<file path="src/sv/gcd_pkg.sv">
// ----------------------------------------------------------------------------
// gcd_pkg
// shared types and constants of the greatest common divisor block
// ----------------------------------------------------------------------------
package gcd_pkg;

	localparam int DATA_WIDTH_DEF = 32;

	typedef enum logic {
		ST_IDLE,
		ST_RUN
	} state_t;

	typedef enum logic [2:0] {
		OP_HOLD,
		OP_LOAD,
		OP_HALVE_BOTH,
		OP_HALVE_A,
		OP_HALVE_B,
		OP_SUB_A,
		OP_SUB_B,
		OP_FINISH
	} op_t;

	typedef struct packed {
		logic done;
		logic a_even;
		logic b_even;
		logic a_ge_b;
	} status_t;

endpackage

</file>
<file path="src/sv/gcd_ctrl.sv">
// ----------------------------------------------------------------------------
// gcd_ctrl
// controller: sequences load, binary reduction steps and result capture
// ----------------------------------------------------------------------------
module gcd_ctrl (
	input  logic            clk,
	input  logic            arst_n,
	input  logic            s_tvalid,
	output logic            s_tready,
	output logic            m_tvalid,
	input  logic            m_tready,
	input  gcd_pkg::status_t status,
	output gcd_pkg::op_t     op
);
	import gcd_pkg::*;

	state_t state_q;
	state_t state_next;
	logic   out_valid_q;
	logic   can_finish;

	assign can_finish = !out_valid_q || m_tready;

	always_ff @(posedge clk or negedge arst_n) begin
		if (!arst_n) begin
			state_q     <= ST_IDLE;
			out_valid_q <= 1'b0;
		end else begin
			state_q <= state_next;
			if (op == OP_FINISH) begin
				out_valid_q <= 1'b1;
			end else if (m_tready) begin
				out_valid_q <= 1'b0;
			end
		end
	end

	always_comb begin
		state_next = state_q;
		unique case (state_q)
			ST_IDLE: begin
				if (s_tvalid) begin
					state_next = ST_RUN;
				end
			end
			ST_RUN: begin
				if (status.done && can_finish) begin
					state_next = ST_IDLE;
				end
			end
			default: state_next = ST_IDLE;
		endcase
	end

	always_comb begin
		op = OP_HOLD;
		unique case (state_q)
			ST_IDLE: begin
				if (s_tvalid) begin
					op = OP_LOAD;
				end
			end
			ST_RUN: begin
				if (status.done) begin
					op = can_finish ? OP_FINISH : OP_HOLD;
				end else if (status.a_even && status.b_even) begin
					op = OP_HALVE_BOTH;
				end else if (status.a_even) begin
					op = OP_HALVE_A;
				end else if (status.b_even) begin
					op = OP_HALVE_B;
				end else if (status.a_ge_b) begin
					op = OP_SUB_A;
				end else begin
					op = OP_SUB_B;
				end
			end
			default: op = OP_HOLD;
		endcase
	end

	assign s_tready = (state_q == ST_IDLE);
	assign m_tvalid = out_valid_q;

endmodule

</file>
<file path="src/sv/gcd_datapath.sv">
// ----------------------------------------------------------------------------
// gcd_datapath
// operand registers, shift and subtract unit, common power of two count
// ----------------------------------------------------------------------------
module gcd_datapath #(
	parameter int DATA_WIDTH = gcd_pkg::DATA_WIDTH_DEF
) (
	input  logic                  clk,
	input  logic [DATA_WIDTH-1:0] first_value,
	input  logic [DATA_WIDTH-1:0] second_value,
	input  gcd_pkg::op_t          op,
	output gcd_pkg::status_t      status,
	output logic [DATA_WIDTH-1:0] divisor
);
	import gcd_pkg::*;

	localparam int KW = (DATA_WIDTH > 1) ? $clog2(DATA_WIDTH) : 1;

	logic [DATA_WIDTH-1:0] a_q;
	logic [DATA_WIDTH-1:0] b_q;
	logic [KW-1:0]         k_q;
	logic [DATA_WIDTH-1:0] result_q;
	logic [DATA_WIDTH-1:0] mag_first;
	logic [DATA_WIDTH-1:0] mag_second;
	logic [DATA_WIDTH-1:0] merged;
	logic [DATA_WIDTH-1:0] scaled;

	assign mag_first  = first_value[DATA_WIDTH-1] ? (~first_value + 1'b1) : first_value;
	assign mag_second = second_value[DATA_WIDTH-1] ? (~second_value + 1'b1) : second_value;

	assign merged = a_q | b_q;
	assign scaled = merged << k_q;

	assign status.done   = (a_q == '0) || (b_q == '0);
	assign status.a_even = !a_q[0];
	assign status.b_even = !b_q[0];
	assign status.a_ge_b = (a_q >= b_q);

	always_ff @(posedge clk) begin
		case (op)
			OP_LOAD: begin
				a_q <= mag_first;
				b_q <= mag_second;
				k_q <= '0;
			end
			OP_HALVE_BOTH: begin
				a_q <= a_q >> 1;
				b_q <= b_q >> 1;
				k_q <= k_q + 1'b1;
			end
			OP_HALVE_A: a_q <= a_q >> 1;
			OP_HALVE_B: b_q <= b_q >> 1;
			OP_SUB_A:   a_q <= a_q - b_q;
			OP_SUB_B:   b_q <= b_q - a_q;
			OP_FINISH: begin
				result_q <= (merged == '0) ? DATA_WIDTH'(1) : scaled;
			end
			default: ;
		endcase
	end

	assign divisor = result_q;

endmodule

</file>
<file path="src/sv/greatest_common_divisor.sv">
// ----------------------------------------------------------------------------
// greatest_common_divisor
// greatest common divisor of two signed operands, binary reduction
// ----------------------------------------------------------------------------
// Takes the magnitudes of both operands and reduces them one step per clock
// in a shared shift/subtract unit: strip common factors of two, halve an even
// operand, or subtract the smaller odd operand from the larger. The count of
// shift and subtract steps is set by the bit lengths of the operands, and an
// operand of zero needs none. Both operands zero give 1. The input is taken
// again once the result sits in the output register, so the next item starts
// while that result waits to be read.
module greatest_common_divisor #(
	parameter int DATA_WIDTH = gcd_pkg::DATA_WIDTH_DEF
) (
	input  logic                                    clk,
	input  logic                                    arst_n,
	input  logic                                    s_tvalid,
	output logic                                    s_tready,
	// first_value, second_value, zero padding
	input  logic [8*((2*DATA_WIDTH+7)/8)-1:0]       s_tdata,
	output logic                                    m_tvalid,
	input  logic                                    m_tready,
	// divisor, zero padding
	output logic [8*((DATA_WIDTH+7)/8)-1:0]         m_tdata
);
	import gcd_pkg::*;

	localparam int OUT_BITS = 8 * ((DATA_WIDTH + 7) / 8);

	op_t                   op;
	status_t               status;
	logic [DATA_WIDTH-1:0] divisor;

	gcd_ctrl u_ctrl (
		.clk      (clk),
		.arst_n   (arst_n),
		.s_tvalid (s_tvalid),
		.s_tready (s_tready),
		.m_tvalid (m_tvalid),
		.m_tready (m_tready),
		.status   (status),
		.op       (op)
	);

	gcd_datapath #(
		.DATA_WIDTH (DATA_WIDTH)
	) u_datapath (
		.clk          (clk),
		.first_value  (s_tdata[DATA_WIDTH-1:0]),
		.second_value (s_tdata[2*DATA_WIDTH-1:DATA_WIDTH]),
		.op           (op),
		.status       (status),
		.divisor      (divisor)
	);

	assign m_tdata = OUT_BITS'(divisor);

endmodule

</file>
<file path="config.mk">
export PLATFORM = sky130hd
export DESIGN_NAME = greatest_common_divisor
export DESIGN_NICKNAME = d
export VERILOG_FILES = /design/src/sv/gcd_pkg.sv /design/src/sv/gcd_ctrl.sv /design/src/sv/gcd_datapath.sv /design/src/sv/greatest_common_divisor.sv
export SDC_FILE = /design/constraint.sdc
export NUM_CORES = 1
export LEC_CHECK = 0
export ABC_CLOCK_PERIOD_IN_PS = 5300
export BUFFER_PORTS_ARGS = -buffer_cell sky130_fd_sc_hd__buf_2
export CAP_MARGIN = 20
export CORE_UTILIZATION = 41
export DETAILED_ROUTE_END_ITERATION = 7
export PLACE_DENSITY = 0.65
export SETUP_SLACK_MARGIN = 0.05
export SLEW_MARGIN = 20
export SYNTH_ARGS = -nofsm -noshare
export SYNTH_HDL_FRONTEND = slang
export SYNTH_SLANG_ARGS = --single-unit
</file>
<file path="constraint.sdc">
create_clock -name clk -period 5.3 [get_ports clk]
set_clock_uncertainty 0.1 [all_clocks]
set_input_delay 0.265 -clock clk [delete_from_list [all_inputs] [get_ports clk]]
set_output_delay 0.265 -clock clk [all_outputs]
set_load 0.05 [all_outputs]
</file>
==> results.json, run 1 <==
{
  "status": "finished clean",
  "fp.coreArea_um2": 26800,
  "synth_edf_count": 101,
  "grt_max_degree": 46,
  "place_area_um2": 11900,
  "drt-vias-per-instance": 6.27,
  "yosys_warnings": 0,
  "syn_inst": 1258,
  "synthArstFlopShare_pct": 1.94,
  "drcViolationCount": 0,
  "syn_area_per_cell_um2": 8.87,
  "worstPathRequired_ns": 5.28,
  "place_hpwl_mm": 32.3,
  "cap_violations": 0,
  "slew_violations": 0,
  "tightest_slew_ns": 1.13,
  "synth.area.top_cells": "edfxtp_1, ha_1, xnor2_1",
  "min_period_ns": 4.43,
  "final_cell_mix": "inv_1, buf_2, edfxtp_1, ha_1, xnor2_1",
  "synth_top_area_cell": "edfxtp_1",
  "critPathBufInv": 3,
  "synth_seq_area_share_pct": 27.6,
  "rows": 60,
  "antenna_left": 0,
  "cts_buffer_depth": 2,
  "cts_htree_levels": 3,
  "die_w_um": 167,
  "grt_pass1_wl_mm": 60.5,
  "chipHeight_um": 167,
  "syn_nets": 1426,
  "synth_top_cell_area_share_pct": 27.2,
  "gp_congestion": 1.05,
  "io_buffers": 101,
  "firstDrtPassIters": 5,
  "final_common_cell": "inv_1",
  "wl_per_cell_um": 23.9,
  "end_kind": "flop",
  "path_max_fanout": 22,
  "place_ws_ns": 0.944,
  "synth_seq_cells": 103,
  "crit_path_frequent_cell": "inv_1",
  "layout_setup_ws_ns": 0.871,
  "yosysUniqueCellTypes": 74,
  "netlist_area_um2": 11200,
  "start_util_pct": 41.6,
  "r2r-start": "u_datapath.a_q[10]$_DFFE_PP_",
  "numCtsBuffers": 9,
  "io_pins": 102,
  "crit_chain": "inv_1 -> ha_1 -> inv_1 -> nand2_1 -> nor3_1 -> a21boi_0 -> o31ai_1 -> buf_4 -> o21ai_4 -> a21o_1 -> and2_1 -> o221ai_1",
  "setup.worst_path.start": "u_datapath.a_q[10]$_DFFE_PP_",
  "drtIter0Drc": 1160,
  "gr-total-overflow": 0,
  "clock_sinks": 103,
  "startpoint_type": "flop",
  "fmax_ghz": 0.226,
  "antenna_found_initial": 0,
  "cts_tree": "done",
  "crit_type": "reg -> reg",
  "synth_ff_type": "edfxtp_1",
  "relSlewSlack_pct": 24.9,
  "dieArea_um2": 27900,
  "nets": 1487,
  "cts_setup_buffers": 0,
  "clk_transition_reported_paths_ns": 0.09,
  "setup_violations": 0,
  "hold-worst-slack_ns": 0.0327,
  "clock-root-buffer": "clkbuf_16",
  "finalWirelength_mm": 39.8,
  "hold_violations": 0,
  "hold_start": "s_tvalid",
  "insertion_delay_ns": 0.38,
  "critPathTopFamily": "simple AND/OR/NAND/NOR gates",
  "ff_latch_area_um2": 3080,
  "vias": 10446,
  "drive_gt1_share_pct": 15.6,
  "multiInputGateArea_um2": 7360,
  "grt_setup_unrepaired": "false",
  "tns_ns": 0,
  "fillers": 2627,
  "reg2reg_slack_ns": 0.87,
  "grt_pass1_vias": 9880,
  "cp.arrival_ns": 4.41,
  "syn_to_final_growth_pct": 9.71,
  "grt_usage_pct": 28.5,
  "final_cell_area_um2": 12200,
  "min-delay-path-class": "in -> reg",
  "cpMaxStageDelayCell": "and2_1",
  "post-route-period-util_pct": 83.6,
  "cp_slowest_stage_delay_ns": 0.79
}
[flip-flops by register name (all words and copies together) (netlist names)]
name and cells:
u_datapath.a_q 32, u_datapath.b_q 32, u_datapath.divisor 32, u_datapath.k_q 5, u_ctrl.m_tvalid 1, u_ctrl.state_q 1
[stage by stage]
step | std cells | util (%)
3_3_place_gp | 1648 | 44.5
3_5_place_dp | 1648 | 44.5
5_1_grt | 1665 | 45.6
6_report | 1666 | 45.7
2_1_floorplan | 1258 | -
4_1_cts | 1665 | 45.6
[logic make-up after synthesis]
kind of cell | synth area share [%]
flops | 27.6
compound gates | 22.6
mux | 7.75
xor+xnor | 9.50
buf+inv | 6.38
fa+ha+maj | 11.4
simple gates | 14.7
[tightest hold or removal path, delay by kind of cell]
family / cells / cell delay, ns
AND/OR/NAND/NOR: 2 / 0.12
buffers and inverters: 1 / 0.09
[metal layers]
metal | routed length, µm | vias up | part of all wire (%) | GRT usage [%]
met5 | 0 | - | 0 | 0
met4 | 1340 | 0 | 3.4 | 10.5
met3 | 3010 | 80 | 7.6 | 4.33
met2 | 18600 | 492 | 47 | 47.1
met1 | 16800 | 5078 | 42 | 37.6
li1 | - | 4796 | - | -
[worst paths after layout]
kind / end / cells after the start
setup / recovery: u_datapath.a_q[24]$_DFFE_PP_ / 12
hold / removal: u_ctrl.state_q$_DFF_PN0_ / 3
setup reg to reg: u_datapath.a_q[24]$_DFFE_PP_ / 12
hold reg to reg: u_ctrl.state_q$_DFF_PN0_ / 2
max in group asynchronous: u_ctrl.m_tvalid$_DFFE_PN0P_ / 2
min in group asynchronous: u_ctrl.state_q$_DFF_PN0_ / 2
[cell usage after synthesis (all sizes together) (7+ instances only)]
cell type	n
a211oi	15
a21oi	85
a22oi	34
a31oi	8
buf	10
clkbuf	57
edfxtp	101
ha	98
inv	113
mux2	19
mux2i	20
mux4	20
nand2	75
nand2b	12
nand3	18
nand4	15
nor2	76
nor2b	16
nor3	29
nor4	28
o21ai	86
o21bai	14
o221ai	28
o22ai	10
o31ai	41
o41ai	7
or2	9
or3	14
or4	15
xnor2	94
xor2	27
[what timing repair did]
item / CTS / global route
hold buffers: 1 / 0
endpoints found under the hold margin: 2 / 0
gates resized for setup: 0 / 0
[final cells by class]
cell class | instances | area share (%)
Sequential cell | 103 | 25.2
Timing Repair Buffer | 117 | 5.13
Antenna cell | 1 | 0.0204
Clock inverter | 7 | 0.665
Multi-Input combinational cell | 974 | 60.2
Tap cell | 341 | 3.49
Inverter | 114 | 3.50
Clock buffer | 9 | 1.84
Power of run 1 is left out: the tool's default activity adds up to more than one toggle a clock period on the data nets, which glitch-free logic cannot reach.
==> run 2: changes to the inputs <==
--- a/config.mk
+++ b/config.mk
@@ -5,12 +5,12 @@
 export SDC_FILE = /design/constraint.sdc
 export NUM_CORES = 1
 export LEC_CHECK = 0
-export ABC_CLOCK_PERIOD_IN_PS = 5300
+export ABC_CLOCK_PERIOD_IN_PS = 3700
 export BUFFER_PORTS_ARGS = -buffer_cell sky130_fd_sc_hd__buf_2
 export CAP_MARGIN = 20
 export CORE_UTILIZATION = 41
 export DETAILED_ROUTE_END_ITERATION = 7
-export PLACE_DENSITY = 0.65
+export PLACE_DENSITY = 0.67
 export SETUP_SLACK_MARGIN = 0.05
 export SLEW_MARGIN = 20
 export SYNTH_ARGS = -nofsm -noshare
==> constraint.sdc (replaced) <==
create_clock -name clk -period 3.7 [get_ports clk]
set_clock_uncertainty 0.1 [all_clocks]
set_input_delay 0.185 -clock clk [delete_from_list [all_inputs] [get_ports clk]]
set_output_delay 0.185 -clock clk [all_outputs]
set_load 0.05 [all_outputs]
==> results.json, run 2 (same netlist as run 1, synthesis figures left out) <==
{
  "status": "finished clean",
  "drt-vias-per-instance": 6.07,
  "insertedDiodeCount": 0,
  "cts_buffer_depth": 2,
  "clock-root-buffer": "clkbuf_16",
  "antenna_left": 0,
  "startpoint_type": "flop",
  "io_buffers": 101,
  "cp.arrival_ns": 3.54,
  "cpMaxStageDelayCell": "edfxtp_1",
  "relSlewSlack_pct": 26.9,
  "layout_setup_ws_ns": 0.176,
  "grt_max_degree": 35,
  "hold_violations": 0,
  "firstDrtPassIters": 6,
  "tightest_slew_ns": 1.10,
  "place_hpwl_mm": 31.8,
  "final_common_cell": "inv_1",
  "reg2reg_slack_ns": 0.18,
  "path_max_fanout": 10,
  "crit_type": "reg -> reg",
  "min-delay-path-class": "in -> async",
  "min_period_ns": 3.52,
  "cap_violations": 0,
  "clock_sinks": 103,
  "end_kind": "flop",
  "numCtsBuffers": 9,
  "chipHeight_um": 167,
  "die_w_um": 167,
  "fillers": 2526,
  "io_pins": 102,
  "worstPathRequired_ns": 3.72,
  "crit_chain": "inv_1 -> ha_1 -> nand2b_1 -> a221oi_1 -> nor4_1 -> o21a_1 -> o221a_2 -> o21ai_4 -> buf_4 -> nand3_1 -> nand3_1 -> o221ai_2",
  "fp.coreArea_um2": 26800,
  "post-route-period-util_pct": 95.2,
  "place_ws_ns": -0.000782,
  "cts_setup_buffers": 0,
  "gr-total-overflow": 0,
  "insertion_delay_ns": 0.38,
  "drive_gt1_share_pct": 21.9,
  "crit_path_frequent_cell": "nand3_1",
  "dp_cells": 1740,
  "rows": 60,
  "vias": 10677,
  "instances_no_fill": 1759,
  "drtIter0Drc": 1236,
  "slew_violations": 0,
  "syn_to_final_growth_pct": 17.3,
  "final_cell_mix": "inv_1, buf_2, buf_4, edfxtp_1, ha_1",
  "gp_congestion": 1.05,
  "grt_pass1_vias": 9943,
  "cts_tree": "done",
  "drcViolationCount": 0,
  "grt_pass1_wl_mm": 58.2,
  "nets": 1581,
  "wl_per_cell_um": 21.9,
  "antenna_found_initial": 0,
  "dieArea_um2": 27900,
  "fmax_ghz": 0.284,
  "start_util_pct": 41.6,
  "cts_htree_levels": 3,
  "clk_transition_reported_paths_ns": 0.08,
  "final_util_pct": 48.8,
  "grt_usage_pct": 27.3,
  "cp_slowest_stage_delay_ns": 0.52,
  "setup_violations": 0,
  "finalWirelength_mm": 38.5,
  "grt_setup_unrepaired": "false"
}
-- run 2: cell types whose count changed in the layout (fill, tap and decap cells not counted), sizes merged --
| cell | before | now |
|---|---|---|
| buf | 116 | 209 |
| dlygate4sd3 | 1 | 2 |
| inv | 117 | 116 |
| clkinvlp | 0 | 1 |
| diode | 1 | 0 |
-- run 2: worst paths after layout --
check	start	end	cells after the start
max in group asynchronous	arst_n	u_ctrl.m_tvalid$_DFFE_PN0P_	2
worst min register to register	u_ctrl.state_q$_DFF_PN0_	u_ctrl.state_q$_DFF_PN0_	2
worst min-delay path	arst_n	u_ctrl.state_q$_DFF_PN0_	2
min in group clk	s_tdata[32]	u_datapath.b_q[0]$_DFFE_PP_	3
worst max-delay path	u_datapath.b_q[17]$_DFFE_PP_	u_datapath.a_q[29]$_DFFE_PP_	12
worst max register to register	u_datapath.b_q[17]$_DFFE_PP_	u_datapath.a_q[29]$_DFFE_PP_	12
-- run 2: cell type report --
cell class / instances / area (µm²) / area share, %
Multi-Input combinational cell: 974 / 7440 / 56.8
Inverter: 114 / 428 / 3.27
Clock inverter: 7 / 66.3 / 0.507
Sequential cell: 103 / 3080 / 23.6
Tap cell: 341 / 427 / 3.26
Clock buffer: 9 / 225 / 1.72
Timing Repair Buffer: 211 / 1420 / 10.8
-- run 2: through the flow --
step | setup TNS, ns | hold WS, ns | cell area (µm²)
2_1_floorplan | 0 | -0.211 | 11200
3_3_place_gp | 0 | -0.125 | 12700
6_report | 0 | 0.0415 | 13100
5_1_grt | 0 | 0.0434 | 13100
4_1_cts | 0 | 0.0312 | 13000
3_5_place_dp | -0.000782 | -0.124 | 12700
-- run 2: worst max-delay path: cells and delay by family (launching register included) --
family	cells	cell delay, ns
AO/OA/AOI/OAI	5	0.98
AND/OR/NAND/NOR	4	0.87
flip-flops	1	0.52
adder cells (fa/ha/maj)	1	0.46
buffers and inverters	2	0.32
-- run 2: layer usage --
layer / global-route usage (%) / routed length [µm] / vias up / share of wire, %
met5: 0 / 0 / - / 0
met4: 10.3 / 1290 / 0 / 3.3
met3: 4.56 / 3580 / 59 / 9.3
met2: 42.1 / 16700 / 543 / 43
met1: 38.2 / 16900 / 5094 / 44
li1: - / - / 4981 / -
-- run 2: what timing repair did --
action                                 CTS  global route
resized for setup                        0            17
setup endpoints to repair                0            95
hold buffers                             2             0
endpoints found under the hold margin    3             0
Power of run 2 is left out for the same reason.
==> run 3: changes to the inputs <==
--- a/config.mk
+++ b/config.mk
@@ -8,9 +8,9 @@
 export ABC_CLOCK_PERIOD_IN_PS = 3700
 export BUFFER_PORTS_ARGS = -buffer_cell sky130_fd_sc_hd__buf_2
 export CAP_MARGIN = 20
-export CORE_UTILIZATION = 41
+export CORE_UTILIZATION = 56
 export DETAILED_ROUTE_END_ITERATION = 7
-export PLACE_DENSITY = 0.67
+export PLACE_DENSITY = 0.85
 export SETUP_SLACK_MARGIN = 0.05
 export SLEW_MARGIN = 20
 export SYNTH_ARGS = -nofsm -noshare
==> results.json, run 3 (same netlist as run 1, synthesis figures left out) <==
{
  "status": "finished clean",
  "cp.arrival_ns": 3.56,
  "finalWirelength_mm": 41.0,
  "critPathBufInv": 2,
  "start_util_pct": 57.3,
  "setup_violations": 0,
  "gp_congestion": 1.05,
  "clock-root-buffer": "clkbuf_16",
  "insertion_delay_ns": 0.37,
  "rows": 51,
  "syn_to_final_growth_pct": 18.1,
  "dieArea_um2": 20500,
  "clk_transition_reported_paths_ns": 0.08,
  "cts_htree_levels": 3,
  "critPathTopFamily": "simple AND/OR/NAND/NOR gates",
  "antenna_left": 0,
  "fp.coreArea_um2": 19500,
  "relSlewSlack_pct": 30.0,
  "min-delay-path-class": "in -> async",
  "antenna_found_initial": 0,
  "grt_usage_pct": 40.7,
  "io_pins": 102,
  "cpMaxStageDelayCell": "or4_4",
  "final_cell_mix": "buf_4, inv_1, buf_2, edfxtp_1, ha_1",
  "fillers": 1561,
  "cts_buffer_depth": 2,
  "nets": 1601,
  "path_max_fanout": 5,
  "end_kind": "flop",
  "firstDrtPassIters": 6,
  "numCtsBuffers": 9,
  "gr-total-overflow": 0,
  "startpoint_type": "input pin",
  "cts_tree": "done",
  "io_buffers": 101,
  "drt-vias-per-instance": 6.66,
  "drcViolationCount": 0,
  "worstPathRequired_ns": 3.71,
  "crit_type": "in -> reg",
  "grt_setup_unrepaired": "false",
  "insertedDiodeCount": 0,
  "crit_chain": "buf_2 -> inv_1 -> ha_1 -> or3b_1 -> or3_4 -> or4_4 -> or4_1 -> or3_4 -> o41ai_2 -> xor2_1 -> o221ai_1",
  "crit_path_frequent_cell": "or3_4",
  "grt_pass1_wl_mm": 61.5,
  "post-route-period-util_pct": 96.1,
  "final_util_pct": 67.7,
  "wl_per_cell_um": 24.1,
  "tns_ns": 0,
  "die_w_um": 143,
  "clock_sinks": 103,
  "grt_max_degree": 46,
  "min_period_ns": 3.55,
  "place_hpwl_mm": 33.1,
  "slew_violations": 0,
  "cap_violations": 0,
  "final_common_cell": "buf_4",
  "hold_violations": 0,
  "drive_gt1_share_pct": 23.2,
  "drtIter0Drc": 1284,
  "fmax_ghz": 0.281,
  "vias": 11339,
  "tightest_slew_ns": 1.05,
  "cp_slowest_stage_delay_ns": 0.50,
  "chipHeight_um": 143,
  "grt_pass1_vias": 10686
}
## run 3: routing by layer
layer  GRT usage, %  up-vias  routed length [µm]
li1               -     5029                   -
met2           67.7      742               19100
met5              0        -                   0
met4           28.5        0                3330
met1           47.7     5381               15100
met3           7.08      187                3400
## run 3: cell type report
| cell class | count | area, µm² | area share, % |
|---|---|---|---|
| clock inverter | 7 | 93.8 | 0.712 |
| sequential | 103 | 3080 | 23.4 |
| tap | 265 | 332 | 2.52 |
| multi-input combinational | 974 | 7440 | 56.5 |
| inverter | 114 | 428 | 3.25 |
| clock buffer | 9 | 225 | 1.71 |
| timing repair buffer | 231 | 1570 | 11.9 |
## run 3: path summary, 6_finish.rpt
kind / startpoint / slack [ns] / endpoint / cells past startpoint
max: s_tdata[0] / 0.15 / u_datapath.a_q[28]$_DFFE_PP_ / 11
min: arst_n / 0.02 / u_ctrl.m_tvalid$_DFFE_PN0P_ / 2
min in group clk: m_tready / 0.05 / u_ctrl.m_tvalid$_DFFE_PN0P_ / 3
max reg2reg: u_datapath.b_q[29]$_DFFE_PP_ / 0.15 / u_datapath.b_q[21]$_DFFE_PP_ / 13
min reg2reg: u_ctrl.state_q$_DFF_PN0_ / 0.47 / u_ctrl.state_q$_DFF_PN0_ / 2
max in group asynchronous: arst_n / 3.39 / u_ctrl.state_q$_DFF_PN0_ / 2
## run 3: timing repair
action | in CTS | in global routing
endpoints found under the hold margin | 3 | 0
endpoints found under the setup margin | 0 | 92
gates resized for setup | 0 | 18
setup buffers | 0 | 2
hold buffers | 2 | 0
## run 3: through the flow
step                instance area, µm²  hold slack (ns)  cells  setup WS [ns]
floorplan                        11200           -0.211   1258         0.0589
global placement                 12800           -0.131   1683        -0.0644
detailed placement               12800           -0.124   1683         -0.226
CTS                              13100           0.0159   1701          0.103
global route                     13200           0.0265   1703         0.0332
finish                           13200           0.0159   1703          0.145
Power of run 3 is left out for the same reason.
